### src/rtl/smtp_eod_pkg.sv
// Shared types and constants for the SMTP end-of-data destuffer.
package smtp_eod_pkg;

  localparam logic [7:0]  ChCr  = 8'h0D;
  localparam logic [7:0]  ChLf  = 8'h0A;
  localparam logic [7:0]  ChDot = 8'h2E;

  localparam int unsigned CountW = 17;
  localparam int unsigned LimitW = 16;
  localparam int unsigned MaxRes = 3;

  localparam logic [LimitW-1:0] ChunkLimitRst = 16'd30000;

  // Register indexes on the configuration port
  localparam logic RegChunkLimit = 1'b0;

  typedef enum logic [2:0] {
    PH_IDLE        = 3'd0,
    PH_CR          = 3'd1,
    PH_CRLF        = 3'd2,
    PH_CRLF_DOT    = 3'd3,
    PH_CRLF_DOT_CR = 3'd4
  } phase_e;

  typedef struct packed {
    logic [7:0] out_byte;
    logic       byte_valid;
    logic       last;
    logic       message_end;
    logic       chunk_end;
  } result_t;

  typedef struct packed {
    result_t [MaxRes-1:0] res;
    logic    [1:0]        count;
  } step_t;

  function automatic phase_e after_byte(logic [7:0] c);
    return (c == ChCr) ? PH_CR : PH_IDLE;
  endfunction

endpackage

### src/rtl/smtp_eod_detect.sv
// Terminator detector, dot unstuffing and chunk byte counter.
module smtp_eod_detect (
  input  logic                                 clk_i,
  input  logic                                 rst_ni,
  input  logic                                 advance_i,
  input  logic [7:0]                           data_byte_i,
  input  logic                                 message_start_i,
  input  logic [smtp_eod_pkg::LimitW-1:0]      chunk_limit_i,
  output smtp_eod_pkg::step_t                  step_o
);
  import smtp_eod_pkg::*;

  phase_e              phase_q, phase_d, phase_cur;
  logic [CountW-1:0]   count_q, count_d, count_cur, count_sum;
  logic [7:0]          b0, b1, b2;
  logic [1:0]          nbytes;
  logic                eom;
  logic                close;

  assign phase_cur = message_start_i ? PH_IDLE : phase_q;
  assign count_cur = message_start_i ? '0 : count_q;

  // Bytes delivered for this input
  always_comb begin
    b0     = data_byte_i;
    b1     = 8'h00;
    b2     = 8'h00;
    nbytes = 2'd1;
    eom    = 1'b0;
    unique case (phase_cur)
      PH_CRLF: begin
        if (data_byte_i == ChDot) nbytes = 2'd0;
      end
      PH_CRLF_DOT: begin
        if (data_byte_i == ChCr) begin
          nbytes = 2'd0;
        end else if (data_byte_i != ChDot) begin
          b0     = ChDot;
          b1     = data_byte_i;
          nbytes = 2'd2;
        end
      end
      PH_CRLF_DOT_CR: begin
        if (data_byte_i == ChLf) begin
          nbytes = 2'd0;
          eom    = 1'b1;
        end else begin
          b0     = ChDot;
          b1     = ChCr;
          b2     = data_byte_i;
          nbytes = 2'd3;
        end
      end
      default: ;
    endcase
  end

  assign count_sum = count_cur + {{(CountW-2){1'b0}}, nbytes};
  assign close     = (nbytes != 2'd0) && (count_sum >= {1'b0, chunk_limit_i});

  always_comb begin
    step_o = '0;
    if (eom) begin
      step_o.count              = 2'd1;
      step_o.res[0].last        = 1'b1;
      step_o.res[0].message_end = 1'b1;
    end else begin
      step_o.count              = nbytes;
      step_o.res[0].out_byte    = b0;
      step_o.res[1].out_byte    = b1;
      step_o.res[2].out_byte    = b2;
      for (int k = 0; k < MaxRes; k++) begin
        step_o.res[k].byte_valid = 1'b1;
        step_o.res[k].last       = (2'(k + 1) == nbytes);
        step_o.res[k].chunk_end  = (2'(k + 1) == nbytes) && close;
      end
    end
  end

  // Next phase and count
  always_comb begin
    unique case (phase_cur)
      PH_CR:
        phase_d = (data_byte_i == ChLf) ? PH_CRLF : after_byte(data_byte_i);
      PH_CRLF:
        phase_d = (data_byte_i == ChDot) ? PH_CRLF_DOT : after_byte(data_byte_i);
      PH_CRLF_DOT:
        phase_d = (data_byte_i == ChCr) ? PH_CRLF_DOT_CR : PH_IDLE;
      PH_CRLF_DOT_CR:
        phase_d = (data_byte_i == ChLf) ? PH_IDLE : after_byte(data_byte_i);
      default:
        phase_d = after_byte(data_byte_i);
    endcase

    if (eom || close) begin
      count_d = '0;
    end else begin
      count_d = count_sum;
    end
  end

  always_ff @(posedge clk_i or negedge rst_ni) begin
    if (!rst_ni) begin
      phase_q <= PH_IDLE;
      count_q <= '0;
    end else if (advance_i) begin
      phase_q <= phase_d;
      count_q <= count_d;
    end
  end

  assert property (@(posedge clk_i) disable iff (!rst_ni)
    advance_i && eom |=> count_q == '0 && phase_q == PH_IDLE)
    else $error("end marker did not clear detector");

  assert property (@(posedge clk_i) disable iff (!rst_ni)
    advance_i && phase_cur == PH_CRLF && data_byte_i == ChDot |-> step_o.count == 2'd0)
    else $error("line-leading dot not held");

  assert property (@(posedge clk_i) disable iff (!rst_ni)
    count_q <= {1'b0, {LimitW{1'b1}}} + CountW'(MaxRes))
    else $error("chunk count ran past limit range");

endmodule

### src/rtl/smtp_eod_outbuf.sv
// Result register bank: holds up to three results of one request, sends one per cycle while m_tready is high.
module smtp_eod_outbuf (
  input  logic                 clk_i,
  input  logic                 rst_ni,
  input  logic                 load_i,
  input  smtp_eod_pkg::step_t  step_i,
  output logic                 can_load_o,
  output logic                 m_tvalid,
  input  logic                 m_tready,
  output logic [7:0]           m_tdata,  // out_byte
  output logic [2:0]           m_tuser,  // byte_valid, message_end, chunk_end
  output logic                 m_tlast
);
  import smtp_eod_pkg::*;

  result_t [MaxRes-1:0] res_q;
  logic    [1:0]        rem_q, ptr_q;
  result_t              cur;
  logic                 pop;

  assign cur        = res_q[ptr_q];
  assign m_tvalid   = (rem_q != 2'd0);
  assign pop        = m_tvalid && m_tready;
  assign can_load_o = (rem_q == 2'd0) || ((rem_q == 2'd1) && m_tready);

  assign m_tdata = cur.out_byte;
  assign m_tuser = {cur.chunk_end, cur.message_end, cur.byte_valid};
  assign m_tlast = cur.last;

  always_ff @(posedge clk_i) begin
    if (load_i) res_q <= step_i.res;
  end

  always_ff @(posedge clk_i or negedge rst_ni) begin
    if (!rst_ni) begin
      rem_q <= 2'd0;
      ptr_q <= 2'd0;
    end else if (load_i) begin
      rem_q <= step_i.count;
      ptr_q <= 2'd0;
    end else if (pop) begin
      rem_q <= rem_q - 2'd1;
      ptr_q <= ptr_q + 2'd1;
    end
  end

  assert property (@(posedge clk_i) disable iff (!rst_ni)
    ({1'b0, ptr_q} + {1'b0, rem_q}) <= 3'(MaxRes))
    else $error("result pointer past bank");

  assert property (@(posedge clk_i) disable iff (!rst_ni)
    m_tvalid && rem_q == 2'd1 |-> m_tlast)
    else $error("final result lacks tlast");

  assert property (@(posedge clk_i) disable iff (!rst_ni)
    m_tvalid && (cur.message_end || cur.chunk_end) |-> m_tlast)
    else $error("marker flag on non-final result");

  assert property (@(posedge clk_i) disable iff (!rst_ni)
    m_tvalid && cur.message_end |-> !cur.chunk_end && !cur.byte_valid)
    else $error("end marker carries data flags");

endmodule

### src/rtl/smtp_end_of_data_destuffer.sv
// Top level: SMTP end-of-data detector with dot unstuffing and chunk counting.
// An accepted request is held in the input register, then its results are loaded into the output bank.
// Throughput: 1 request per cycle while m_tready is high and each request gives at most one result;
//   a request giving two or three results holds the input until its last result is being sent (output bank).
// Reset (async, rst_ni low): detector idle, chunk count zero, chunk_limit 30000,
//   input and result registers empty.
module smtp_end_of_data_destuffer (
  input  logic        clk_i,
  input  logic        rst_ni,
  input  logic        s_tvalid,
  output logic        s_tready,
  input  logic [7:0]  s_tdata,   // data_byte
  input  logic [0:0]  s_tuser,   // message_start
  output logic        m_tvalid,
  input  logic        m_tready,
  output logic [7:0]  m_tdata,   // out_byte
  output logic [2:0]  m_tuser,   // byte_valid, message_end, chunk_end
  output logic        m_tlast,
  input  logic        psel,
  input  logic        penable,
  input  logic        pwrite,
  input  logic [2:0]  paddr,
  input  logic [31:0] pwdata,
  output logic [31:0] prdata,
  output logic        pready
);
  import smtp_eod_pkg::*;

  logic [LimitW-1:0] chunk_limit_q;
  logic              in_valid_q;
  logic [7:0]        in_byte_q;
  logic              in_start_q;
  logic              can_load, take;
  step_t             step;

  assign pready = 1'b1;
  assign prdata = (paddr[2] == RegChunkLimit) ? {{(32-LimitW){1'b0}}, chunk_limit_q} : 32'h0;

  always_ff @(posedge clk_i or negedge rst_ni) begin
    if (!rst_ni) begin
      chunk_limit_q <= ChunkLimitRst;
    end else if (psel && penable && pwrite && pready && (paddr[2] == RegChunkLimit)) begin
      chunk_limit_q <= pwdata[LimitW-1:0];
    end
  end

  assign take     = in_valid_q && can_load;
  assign s_tready = !in_valid_q || take;

  always_ff @(posedge clk_i or negedge rst_ni) begin
    if (!rst_ni) begin
      in_valid_q <= 1'b0;
    end else if (s_tready) begin
      in_valid_q <= s_tvalid;
    end
  end

  always_ff @(posedge clk_i) begin
    if (s_tvalid && s_tready) begin
      in_byte_q  <= s_tdata;
      in_start_q <= s_tuser[0];
    end
  end

  smtp_eod_detect u_detect (
    .clk_i           (clk_i),
    .rst_ni          (rst_ni),
    .advance_i       (take),
    .data_byte_i     (in_byte_q),
    .message_start_i (in_start_q),
    .chunk_limit_i   (chunk_limit_q),
    .step_o          (step)
  );

  smtp_eod_outbuf u_outbuf (
    .clk_i      (clk_i),
    .rst_ni     (rst_ni),
    .load_i     (take),
    .step_i     (step),
    .can_load_o (can_load),
    .m_tvalid   (m_tvalid),
    .m_tready   (m_tready),
    .m_tdata    (m_tdata),
    .m_tuser    (m_tuser),
    .m_tlast    (m_tlast)
  );

  assert property (@(posedge clk_i) disable iff (!rst_ni)
    in_valid_q && !can_load |-> !s_tready)
    else $error("input taken while request still pending");

  assert property (@(posedge clk_i) disable iff (!rst_ni)
    take |=> !m_tvalid || (u_outbuf.rem_q != 2'd0))
    else $error("result bank state lost");

  assert property (@(posedge clk_i) disable iff (!rst_ni)
    m_tvalid && !m_tready |-> !take || !in_valid_q || (u_outbuf.rem_q != 2'd1))
    else $error("bank overwritten while result stalled");

endmodule

### config.mk
export PLATFORM = sky130hd
export DESIGN_NAME = smtp_end_of_data_destuffer
export DESIGN_NICKNAME = d
export VERILOG_FILES = /design/src/rtl/smtp_eod_pkg.sv /design/src/rtl/smtp_eod_detect.sv /design/src/rtl/smtp_eod_outbuf.sv /design/src/rtl/smtp_end_of_data_destuffer.sv
export SDC_FILE = /design/constraint.sdc
export NUM_CORES = 1
export LEC_CHECK = 0
export ABC_AREA = 1
export BUFFER_PORTS_ARGS = -buffer_cell sky130_fd_sc_hd__buf_2
export CAP_MARGIN = 20
export CORE_ASPECT_RATIO = 2
export CORE_MARGIN = 10
export CORE_UTILIZATION = 56
export CTS_BUF_LIST = sky130_fd_sc_hd__clkbuf_2
export CTS_CLUSTER_SIZE = 14
export DETAILED_ROUTE_END_ITERATION = 12
export PLACE_DENSITY = 0.81
export SLEW_MARGIN = 30
export SYNTH_ARGS = -nofsm -noshare
export SYNTH_HDL_FRONTEND = slang
export SYNTH_SLANG_ARGS = --single-unit
### constraint.sdc
create_clock -name clk_i -period 8.6 [get_ports clk_i]
set_input_delay 1.29 -clock clk_i [delete_from_list [all_inputs] [get_ports clk_i]]
set_output_delay 1.29 -clock clk_i [all_outputs]
set_load 0.005 [all_outputs]
* After elaboration in Yosys (flattened, before gate mapping) *
Index checks and enable logic that the tools add are counted.

word-level totals
  bits in registers = 84
  logic and storage cells = 96
  output and inout bits = 47

operators by class
  mux-type cells = 36
  bitwise gates (word level) = 2
  reduce and logical (&&, ||, !) cells = 20
  eq/ne operators = 12
  $lt $le $gt $ge = 2
  $add $sub $neg = 3

operators with widths
  cell                  count
  $mux W8               5
  $mux W17              2
  $pmux W8 S2           2
  $bmux W12 S2          1
  $mux W2               10
  $add A17 B2 Y17       1
  $ge A17 B16 Y1        1
  $eq A8 B4 Y1 const B  2
  $mux W16              1
  $mux W3               5
  $mux W12              1
  $pmux W3 S4           1
  $logic_and A1 B1 Y1   11
  $eq A8 B6 Y1 const B  1
  $ne A8 B6 Y1 const B  1
  $eq A3 B2 Y1 const B  2
  $mux W1               6
  $pmux W2 S3           1
  $reduce_bool A2 Y1    3
  $eq A2 B2 Y1 const A  2
  $mux W4               1
  $eq A3 B1 Y1 const B  1
  $eq A3 B3 Y1 const B  1
  $logic_or A1 B1 Y1    3
  other kinds (9)       10

* Longest topological paths before layout *
Gate-level depths: netlist of run 1.

  depth after elaboration = 9
  gate-level depth with buffers = 33

* Hierarchy *
From an unflattened synthesis of run 1, not the netlist that was laid out.

unflattened totals
  cell total of the unflattened synthesis = 643
  area total of the unflattened synthesis = 5,235.0 um^2

by module, submodules not included
  module                      cells each  area each (um^2)  times used
  smtp_eod_detect             380         2,374.8           1
  smtp_eod_outbuf             121         1,590.3           1
  smtp_end_of_data_destuffer  142         1,270.0           1

* Worst setup path before layout of run 1 *
Ideal clock, no wire load.

  path kind = input to register
  from = input port m_tready
  to = register u_detect.count_q[13]
  stages = 7
  setup slack = 4.805 ns
  data arrival time = 3.730 ns
  path buffers = 1
  library setup time = 0.066 ns
  path through = a21oi_1 -> nor2_1 -> inv_2 -> clkbuf_1 -> nor2_1 -> nand2_2 -> nand2_1

on the way
  word-level cells in the longest chain between the ends = 3

ends and longest elaborated chain
  what                  line                              source
  from (decl)           smtp_end_of_data_destuffer.sv:15  input logic m_tready,
  $logic_and A1 B1 Y1   smtp_eod_outbuf.sv:24             assign can_load_o = (rem_q == 2'd0) || ((rem_q == 2'd1) && m_tready);
  $logic_or A1 B1 Y1    smtp_eod_outbuf.sv:24
  $logic_and A1 B1 Y1   smtp_end_of_data_destuffer.sv:47  assign take = in_valid_q && can_load;
  via take              smtp_end_of_data_destuffer.sv:33  logic can_load, take;
  to (signal assigned)  smtp_eod_detect.sv:108            count_q <= count_d;
  to (decl)             smtp_eod_detect.sv:14             logic [CountW-1:0] count_q, count_d, count_cur, count_sum;

The timed path passes the listed nets, and every way through them passes these cells.
A chain may end at the register's enable or synchronous reset.

* Final worst setup path of run 1 *
  from = register in_start_q
  to = register u_detect.count_q[1]

on the way
  word-level cells in the longest chain between the ends = 8
  elaborated cells between the ends (all ways) = 13
  those cells by class = 1 x add/sub; 1 x order compare; 3 x eq/ne; 5 x mux; 3 x reduce/logical

ends and longest elaborated chain
  what                                                 line                              source
  from (decl)                                          smtp_end_of_data_destuffer.sv:32  logic in_start_q;
  from (signal assigned)                               smtp_end_of_data_destuffer.sv:61  in_start_q <= s_tuser[0];
  $mux W3                                              smtp_eod_detect.sv:20             assign phase_cur = message_start_i ? PH_IDLE : phase_q;
  $eq A3 B3 Y1 / $eq A3 B2 Y1 (equally long branches)  smtp_eod_detect.sv:30             unique case (phase_cur)
  $pmux W2 S3                                          smtp_eod_detect.sv:30
  $add A17 B2 Y17                                      smtp_eod_detect.sv:58             assign count_sum = count_cur + {{(CountW-2){1'b0}}, nbytes};
  $ge A17 B16 Y1                                       smtp_eod_detect.sv:59             assign close = (nbytes != 2'd0) && (count_sum >= {1'b0, chunk_limit_i});
  $logic_and A1 B1 Y1                                  smtp_eod_detect.sv:59
  $logic_or A1 B1 Y1                                   smtp_eod_detect.sv:95             if (eom || close) begin
  $mux W17 (*)                                         smtp_eod_detect.sv:95

Every way passes the cells marked *; elsewhere a longest branch is shown, timed or not.

==> reports/qor.txt, run 1 <==
Status = finished clean
Worst-case reg-to-reg path depth = 27
Number of fill cells = 733
Row Count = 47
Peak VDD IR = 0.112 mV
Syn Inst Count = 598
FF+latch area = 2270 µm²
Die height = 151 µm
Number of synthesized flops with an enable pin = 41
Synthesized cell area = 4830 µm²
Number of CTS-inserted buffers = 9
Clock insertion delay at the later pin of the skew report = 0.56 ns
Die Area = 13000 µm²
Multi-input logic area = 2060 µm²
Final routed DRC violation total = 0
Worst-path clk slew = 0.23 ns
Clock buffer depth = 2
GRT overflow = 0
Io pins = 98
Initial DRT Pass Iterations = 7
CTS Hold Bufs = 0
PortBufs = 62
Via count = 3886
Clock skew = 0.0153 ns
Fin crit share = 59.6%
Post-synthesis sequential area ratio = 46.9%
# Post-CTS Setup Buffers = 0
Power per cell area = 223 nW/µm²
Starting DRT DRC Count = 230
CTS tree = yes
Post-layout min period = 5.12 ns
Worst r2r src = in_start_q
Aggregate routed wire length = 10.1 mm
Core area = 8350 µm²
Fmax = 195 MHz
Final setup TNS = 0 ns
Post-detail-place hpwl = 7.97 mm
FF-to-FF setup slack = 3.48 ns
Post-CTS Resized = 0
Max Cap Violations = 0
Initial core utilization = 57.9%
Avg Vias per Cell = 5.11
Final Slew Violations = 0
FF-to-FF End = u_detect.count_q[1]
Syn. warnings = 0
Finish-stage setup viols = 0
HP Class = flop to flop
WP data arrival = 5.60 ns
WS Path Type = flop to flop
WL per Instance = 13.4 µm
Clock Sinks = 82
Initial antenna violation count = 0
Largest net degree at the start of global routing = 42
Worst Tran Pin Value = 0.669 ns
Final ANT Viol Nets = 0
Endpoints failing hold = 0
Die X = 85.7 µm
CP Launch Type = flop
Total chip power = 1.18 mW
Distinct cell type count after synthesis = 38
Number of global-route vias before repair = 3975
CP Capture Type = flop
Worst setup path startpoint = in_start_q
Worst EP required = 9.08 ns
P&R area growth vs syn = 9.27%
Global-route wire length before repair = 17.4 mm
Net count, final = 729
Syn_area_per_cell = 8.08 µm²
Synthesis-stage register bit count = 82
# H-tree levels = 3
Ys flop type = edfxtp_1
Leak = 2.74 nW
Unrepaired setup endpoints after global routing = no
Total GRT Usage = 16.3%
Worst Hold Path EP = u_detect.count_q[2]
CP Max Fanout = 17
Fraction of layout cells with a size suffix above 1 = 20.4%
RePlAce Congestion = 0.924
Root buf cell = clkbuf_2
Hold Path Stages = 2
N_diodes = 0
Max-slew headroom = 55.3%
Min-Delay Startpoint = u_detect.count_q[2]
FFs w/ async S/R, synth = 50.0%
-- layer usage --
| metal | share of wire (%) | vias up | global-route usage [%] |
|---|---|---|---|
| li1 | - | 1960 | - |
| met1 | 35 | 1750 | 14.9 |
| met2 | 55 | 134 | 30.6 |
| met3 | 5.6 | 42 | 4.63 |
| met4 | 4.4 | 0 | 9.35 |
| met5 | 0 | - | 0 |
-- cell type report --
cell class | count | area share (%)
Clock buffer | 9 | 0.853
Multi-Input combinational cell | 403 | 38.9
Inverter | 97 | 6.89
Sequential cell | 82 | 42.9
Tap cell | 98 | 2.32
Timing Repair Buffer | 64 | 6.66
Clock inverter | 7 | 1.45
-- worst max path at each step --
| stage | cells past startpoint | endpoint |
|---|---|---|
| global route | 30 | u_detect.count_q[8] |
| global placement | 27 | u_detect.count_q[10] |
| detailed placement | 27 | u_detect.count_q[11] |
| finish | 27 | u_detect.count_q[1] |
| CTS | 27 | u_detect.count_q[8] |
| floorplan | 7 | u_detect.count_q[13] |
-- cell usage after synthesis (all sizes together), types with 2 or more instances --
master | n | share of area (%)
o211ai | 3 | 0.47
a21oi | 26 | 2.7
nand3 | 32 | 3.5
ha | 20 | 5.2
xor2 | 6 | 1.1
inv | 97 | 7.5
nor2 | 110 | 9.4
dfrtp | 34 | 18
nor3 | 11 | 1.2
conb | 2 | 0.16
clkbuf | 11 | 0.85
nand2 | 145 | 13
o21ai | 12 | 1.2
edfxtp | 41 | 25
buf | 20 | 3.5
and2 | 2 | 0.26
nand4 | 8 | 1.3
dfstp | 7 | 3.8
xnor2 | 2 | 0.36
-- placed cells by master, fill, tap and decap left out, types with 4 or more instances in the layout --
cell type and instances:
nand2_1 125, nor2_1 98, inv_1 88, buf_2 61
edfxtp_1 41, dfrtp_1 34, nand3_1 30, a21oi_1 26
ha_1 20, nand2_2 18, conb_1 17, o21ai_0 12
nor3_1 10, inv_2 9, clkbuf_2 9, nor2_2 8
dfstp_2 7, nand4_1 6, xor2_1 6, nor2_4 4
-- state kept, by name, summed over array words and instances (netlist names) --
| register | flops |
|---|---|
| in_valid_q | 1 |
| chunk_limit_q | 16 |
| in_byte_q | 8 |
| in_start_q | 1 |
| u_outbuf.rem_q | 2 |
| u_outbuf.ptr_q | 2 |
| u_detect.count_q | 17 |
| u_outbuf.res_q | 32 |
| u_detect.phase_q | 3 |
-- cells by family (layout without fill, tap and decap cells) --
group / count (synthesis) / count (layout) / share of synthesized area, %
buffers and inverters: 128 / 177 / 11.9
DFF: 82 / 82 / 46.9
other: 2 / 17 / 0.155
xor gates and xnor gates: 8 / 8 / 1.45
and+or+nand+nor: 311 / 311 / 28.8
adders and majority gates: 21 / 21 / 5.59
AOI/OAI and AO/OA: 46 / 46 / 5.23
-- power breakdown --
group | switching, mW | total (mW) | internal, mW | leakage (nW)
Combinational | 0.249 | 0.389 | 0.139 | 1.78
Sequential | 0.0468 | 0.578 | 0.531 | 0.891
Clock | 0.140 | 0.209 | 0.0689 | 0.0689
Total | 0.436 | 1.18 | 0.739 | 2.74
-- through the flow --
stage                     setup WS (ns)  std cells  cell area (µm²)  util (%)  hold WS (ns)
after floorplan                    4.80        613             4890         -         0.449
after global placement             3.60        742             5120      61.3         0.462
after detailed placement           3.51        743             5130      61.4         0.467
after CTS                          3.43        759             5250      62.9         0.515
after global routing               2.98        760             5280      63.2         0.542
final                              3.48        760             5280      63.2         0.514
-- worst max-delay path, stage by stage (launching register included) --
cell,delay [ns]
edfxtp_1,0.80
inv_2,0.28
nand4_2,0.18
inv_2,0.08
nand2_2,0.25
o211ai_1,0.14
nor2_1,0.28
inv_1,0.12
ha_1,0.26
fa_1,0.41
nand2_2,0.12
nor2_4,0.05
nand3_1,0.09
inv_1,0.07
nand2_1,0.09
nor2_1,0.07
nand2_1,0.07
xor2_1,0.19
inv_1,0.06
ha_1,0.29
inv_1,0.05
nor3_1,0.30
a41o_1,0.29
nor2_4,0.06
nand3_2,0.08
nand2_4,0.17
nand2_2,0.10
nand2_1,0.05
Power figures use the tool's default switching activity.
==> run 2, diff against run 1 <==
Settings changed: CORE_UTILIZATION 56 to 52, PLACE_DENSITY 0.81 to 0.79.
Clock period 8.6 ns to 4.59 ns, I/O delays scaled along.
==> run 2 against run 1 <==
Effect of this change:
- utilization shrank 3.5 points
- final cell count grew 1.7%
- cell area grew 2.0%
- routed wire length grew 4.1%
- worst setup slack lost 3.2 ns
- clock-buffer cell count grew 2
- critical path type unchanged
- critical endpoint is now u_detect.count_q[9]
- largest cell class unchanged
==> reports/qor.txt, run 2 (synthesis gave the netlist of run 1 again) <==
Total GRT Usage = 15.7% (-0.61 points)
Initial antenna violation count = 1 (+1)
Die Area = 13800 µm² (+6.3%)
Max Cap Violations = 0 (unchanged)
Area of placed instances = 5170 µm² (+0.83%)
Global-route wire length before repair = 17.5 mm (+0.47%)
Clock Sinks = 82 (unchanged)
Hold_ws = 0.0570 ns (-0.457 ns)
Finish-stage setup viols = 0 (unchanged)
CTS Hold Bufs = 0 (unchanged)
Die height = 156 µm (+3.3%)
Crit path max-delay family = simple AND/OR/NAND/NOR gates
CP Launch Type = flop
Aggregate routed wire length = 10.6 mm (+4.1%)
Final Slew Violations = 0 (unchanged)
Worst Tran Pin Value = 0.684 ns (+0.0153 ns)
P&R area growth vs syn = 11.5%
GRT overflow = 0 (unchanged)
Crit path top cell by count = nand2_1
Number of flip-flops in the largest register = 32 (unchanged)
RePlAce Congestion = 0.961 (+4.0%)
Core area = 9010 µm² (+7.9%)
Number of fill cells = 801 (+9.3%)
Worst-path clk slew = 0.23 ns (about the same)
Initial DRT Pass Iterations = 6 (-1)
Most frequent cells in the layout = 122 x nand2_1, 95 x nor2_1, 86 x inv_1, 61 x buf_2, 41 x edfxtp_1
Commonest non-fill, non-tap cell in the layout = nand2_1
Endpoints failing hold = 0 (unchanged)
Power per cell area = 396 nW/µm² (+78%)
Net count, final = 737 (+1.1%)
Post-detail-place hpwl = 8.12 mm (+1.9%)
Critical path's largest stage delay = 0.45 ns (-0.35 ns)
Via count = 3976 (+2.3%)
Peak VDD IR = 0.228 mV (+100%)
Avg Vias per Cell = 5.14 (+0.60%)
Io pins = 98 (unchanged)
WP data arrival = 4.84 ns (-0.76 ns)
Max-slew headroom = 54.2% (-1.0 points)
Clock insertion delay at the later pin of the skew report = 0.57 ns (about the same)
Fin crit share = 94.4% (+35 points)
Worst EP required = 5.10 ns (-3.98 ns)
CP Buf/Inv Count = 5 (-1)
Row Count = 49 (+4.3%)
Final ANT Viol Nets = 0 (unchanged)
Largest net degree at the start of global routing = 42 (unchanged)
Final routed DRC violation total = 0 (unchanged)
HP Class = input pin to asynchronous set/reset pin
PortBufs = 62 (unchanged)
Design area = 5390 µm² (+2.0%)
Leak = 2.76 nW (+0.74%)
Number of CTS-inserted buffers = 9 (unchanged)
Die X = 88.2 µm (+2.9%)
Number of global-route vias before repair = 3996 (+0.53%)
Initial core utilization = 53.6% (-4.3 points)
Status = finished clean
Fmax = 231 MHz (+18%)
Clock skew = 0.0330 ns (+0.0177 ns)
# H-tree levels = 3 (unchanged)
Root buf cell = clkbuf_2
CP max-delay cell = edfxtp_1
WL per Instance = 13.7 µm (+2.4%)
Post-layout min period = 4.33 ns (-0.789 ns)
CP Max Fanout = 5 (-12)
Fraction of layout cells with a size suffix above 1 = 23.4% (+3.0 points)
CP Capture Type = flop
Largest regs = u_outbuf.res_q x32, u_detect.count_q x17, chunk_limit_q x16
WS Path Type = flop to flop
Starting DRT DRC Count = 177 (-23%)
Largest register by flop count = u_outbuf.res_q
Util after Layout = 59.8% (-3.5 points)
Clock buffer depth = 2 (unchanged)
CTS tree = yes
[run 2: changes by cell type in the layout (fill, tap and decap cells not counted), moves of 3 or more]
cell     before  now
nor2_1       98   95
buf_4         1    7
nand2_1     125  122
nor3_1       10    7
nand2_2      18   21
nor2_2        8   11
[run 2: path summary, 6_finish.rpt]
| check | slack [ns] | end | depth (start not counted) | startpoint |
|---|---|---|---|---|
| setup / recovery | 0.26 | u_detect.count_q[9] | 29 | in_byte_q[1] |
| hold / removal | 0.06 | u_detect.phase_q[0] | 1 | rst_ni |
| setup reg to reg | 0.26 | u_detect.count_q[9] | 29 | in_byte_q[1] |
| hold reg to reg | 0.51 | u_detect.count_q[1] | 2 | u_detect.count_q[1] |
| max in group asynchronous | 4.14 | chunk_limit_q[13] | 1 | rst_ni |
| min in group clk_i | 0.27 | in_byte_q[2] | 1 | s_tdata[2] |
[run 2: what timing repair did]
action / CTS / global route
setup endpoints to repair: 0 / 20
gates resized for setup: 0 / 21
buffers inserted: 0 / 2
[run 2: worst register-to-register path: cells and delay by family (launching register included)]
| family | cells | cell delay, ns |
|---|---|---|
| compound gates | 1 | 0.28 |
| xor+xnor | 1 | 0.21 |
| fa+ha+maj | 3 | 0.71 |
| buf+inv | 5 | 0.46 |
| flops | 1 | 0.45 |
| simple gates | 19 | 2.16 |
[run 2: final cells by class]
type	count	area (µm²)	area share [%]
multi-input combinational	405	2160	40.1
antenna	1	2.50	0.0464
tap	102	128	2.37
clock inverter	5	31.3	0.581
sequential	82	2270	42.1
inverter	97	364	6.76
timing repair buffer	70	380	7.06
clock buffer	11	55.1	1.02
[run 2: per-layer routing]
metal  track usage (%)  vias up  wire length [µm]  share of wire, %
li1                  -     1980                 -                 -
met1              15.0     1827              3730                35
met2              29.2      128              5840                55
met3              2.70       41               528               5.0
met4              9.47        0               468               4.4
met5                 0        -                 0                 0
[run 2: where the power goes]
group	internal [mW]	switching [mW]
logic	0.251	0.488
registers	0.996	0.0812
clock network	0.0721	0.245
[run 2: through the flow]
stage	total power [mW]	setup slack [ns]	std cells	setup TNS [ns]
CTS	2.14	0.101	768	0
floorplan	1.58	0.813	613	0
global placement	1.79	0.229	751	0
detailed placement	1.83	0.131	752	0
finish	2.13	0.258	773	0
global route	2.31	-0.0952	773	-1.22
==> run 3, diff against run 2 <==
Settings changed: REMOVE_ABC_BUFFERS set to 1.
==> run 3 against run 2 <==
Effect of this change:
- first-iteration DRC count increased by 69%
- critical path type unchanged
- largest power group unchanged
- combinational power about the same
- non-clock buffer count increased by 1
- global-route usage increased by 0.22 points
- final cell count increased by 0.13%
- critical path depth increased by 1
==> reports/qor.txt, run 3 (synthesis gave the netlist of run 1 again) <==
WL per Instance = 13.9 µm (+2.1%)
Worst r2r src = in_byte_q[6]
Final Slew Violations = 0 (unchanged)
Initial DRT Pass Iterations = 5 (-1)
PortBufs = 62 (unchanged)
Leak = 2.77 nW (+0.55%)
Largest regs = u_outbuf.res_q x32, u_detect.count_q x17, chunk_limit_q x16
Comb power frac = 34.0% (-0.6 points)
Power per cell area = 399 nW/µm² (+0.69%)
GRT overflow = 0 (unchanged)
# H-tree levels = 3 (unchanged)
Clock insertion delay at the later pin of the skew report = 0.56 ns (about the same)
Critical path's largest stage delay = 0.44 ns (about the same)
Sw Pwr = 0.848 mW (+4.1%)
Max Cap Violations = 0 (unchanged)
RePlAce Congestion = 0.935 (-2.6%)
Die height = 156 µm (unchanged)
Seq pwr share = 49.6% (-0.9 points)
Total chip power = 2.17 mW (+1.9%)
Global-route wire length before repair = 17.8 mm (+1.8%)
WP data arrival = 4.79 ns (-0.05 ns)
Post-layout min period = 4.29 ns (-0.0445 ns)
Core area = 9010 µm² (unchanged)
Endpoints failing hold = 0 (unchanged)
Net count, final = 738 (+0.14%)
Clock skew = 0.0254 ns (-0.00766 ns)
Most frequent cells in the layout = 121 x nand2_1, 94 x nor2_1, 85 x inv_1, 61 x buf_2, 41 x edfxtp_1
Avg Vias per Cell = 5.17 (+0.57%)
Finish-stage setup viols = 0 (unchanged)
Initial core utilization = 53.6% (unchanged)
Final routed DRC violation total = 0 (unchanged)
P&R area growth vs syn = 12.8%
Worst setup path startpoint = in_byte_q[6]
Worst EP required = 5.09 ns (about the same)
Commonest non-fill, non-tap cell in the layout = nand2_1
Die Area = 13800 µm² (unchanged)
Crit path top cell by count = nand2_1
Via count = 4004 (+0.70%)
Total GRT Usage = 15.9% (+0.22 points)
Aggregate routed wire length = 10.8 mm (+2.2%)
Hold_ws = 0.0608 ns (+0.00381 ns)
Final ANT Viol Nets = 0 (unchanged)
Largest register by flop count = u_outbuf.res_q
Peak VDD IR = 0.240 mV (+5.6%)
Number of global-route vias before repair = 4075 (+2.0%)
WS Path Type = flop to flop
Fraction of layout cells with a size suffix above 1 = 24.4% (+1.0 points)
Number of CTS-inserted buffers = 9 (unchanged)
CP Max Fanout = 6 (+1)
Fmax = 233 MHz (+1.0%)
Fin crit share = 93.4% (-0.97 points)
Root buf cell = clkbuf_2
Clk pwr share = 16.5% (+1.6 points)
Final setup TNS = 0 ns (unchanged)
Starting DRT DRC Count = 300 (+69%)
HP Class = input pin to asynchronous set/reset pin
CP Launch Type = flop
Sw frac = 39.0% (+0.84 points)
Post-detail-place hpwl = 8.08 mm (-0.43%)
Largest net degree at the start of global routing = 42 (unchanged)
CP max-delay cell = edfxtp_1
Internal = 1.33 mW (+0.53%)
Worst Tran Pin Value = 0.687 ns (+0.00303 ns)
CTS tree = yes
Clock buffer depth = 2 (unchanged)
Row Count = 49 (unchanged)
Io pins = 98 (unchanged)
Max-slew headroom = 54.0% (-0.20 points)
Clock Sinks = 82 (unchanged)
Status = finished clean
Die X = 88.2 µm (unchanged)
CP Capture Type = flop
CTS Hold Bufs = 0 (unchanged)
Number of flip-flops in the largest register = 32 (unchanged)
Util after Layout = 60.5% (+0.72 points)
Worst-path clk slew = 0.25 ns (+0.02 ns)
Initial antenna violation count = 1 (unchanged)
[run 3: metal layers]
| metal | wire, µm | track usage [%] | vias to the layer above | share of wire, % |
|---|---|---|---|---|
| met5 | 0 | 0 | - | 0 |
| met2 | 6010 | 29.4 | 127 | 56 |
| li1 | - | - | 1980 | - |
| met4 | 506 | 9.17 | 0 | 4.7 |
| met1 | 3640 | 14.9 | 1861 | 34 |
| met3 | 637 | 3.95 | 36 | 5.9 |
[run 3: final timing paths]
path / depth (start not counted) / end / slack, ns
max in group asynchronous: 1 / chunk_limit_q[8] / 4.13
setup reg to reg: 30 / u_detect.count_q[13] / 0.30
min in group clk_i: 1 / in_byte_q[0] / 0.29
setup / recovery: 30 / u_detect.count_q[13] / 0.30
hold reg to reg: 2 / u_detect.count_q[1] / 0.52
hold / removal: 1 / chunk_limit_q[11] / 0.06
[run 3: cell type report]
type                            instances  area, µm²
Inverter                               97        364
Clock inverter                          7       60.1
Tap cell                              102        128
Fill cell                             771       3560
Sequential cell                        82       2270
Clock buffer                            9       45.0
Multi-Input combinational cell        405       2210
Antenna cell                            1       2.50
Timing Repair Buffer                   71        380
[run 3: what timing repair did]
action	4_1_cts	5_1_grt
gates resized for setup	0	29
endpoints found under the setup margin	0	20
setup buffers	0	3
[run 3: critical path, delay by kind of cell, from the launching register on]
family / cells / cell delay [ns]
AND/OR/NAND/NOR: 22 / 2.65
adder cells (fa/ha/maj): 2 / 0.56
XOR/XNOR: 1 / 0.16
flip-flops: 1 / 0.44
buffers and inverters: 5 / 0.42
[run 3: power groups by stage]
stage	clock network, mW	registers, mW	logic [mW]
after global placement	0	1.08	0.713
final	0.358	1.08	0.739
after CTS	0.361	1.07	0.738
after global routing	0.399	1.10	0.859
after detailed placement	0	1.09	0.735
after floorplan	0	1.08	0.461
[run 3: metrics by stage]
stage	std cells	setup WS, ns	cell area (µm²)
final	774	0.302	5450
after global routing	774	-0.0591	5450
after CTS	768	0.0880	5270
after detailed placement	752	0.179	5170
after global placement	751	0.279	5160
after floorplan	582	0.575	4680
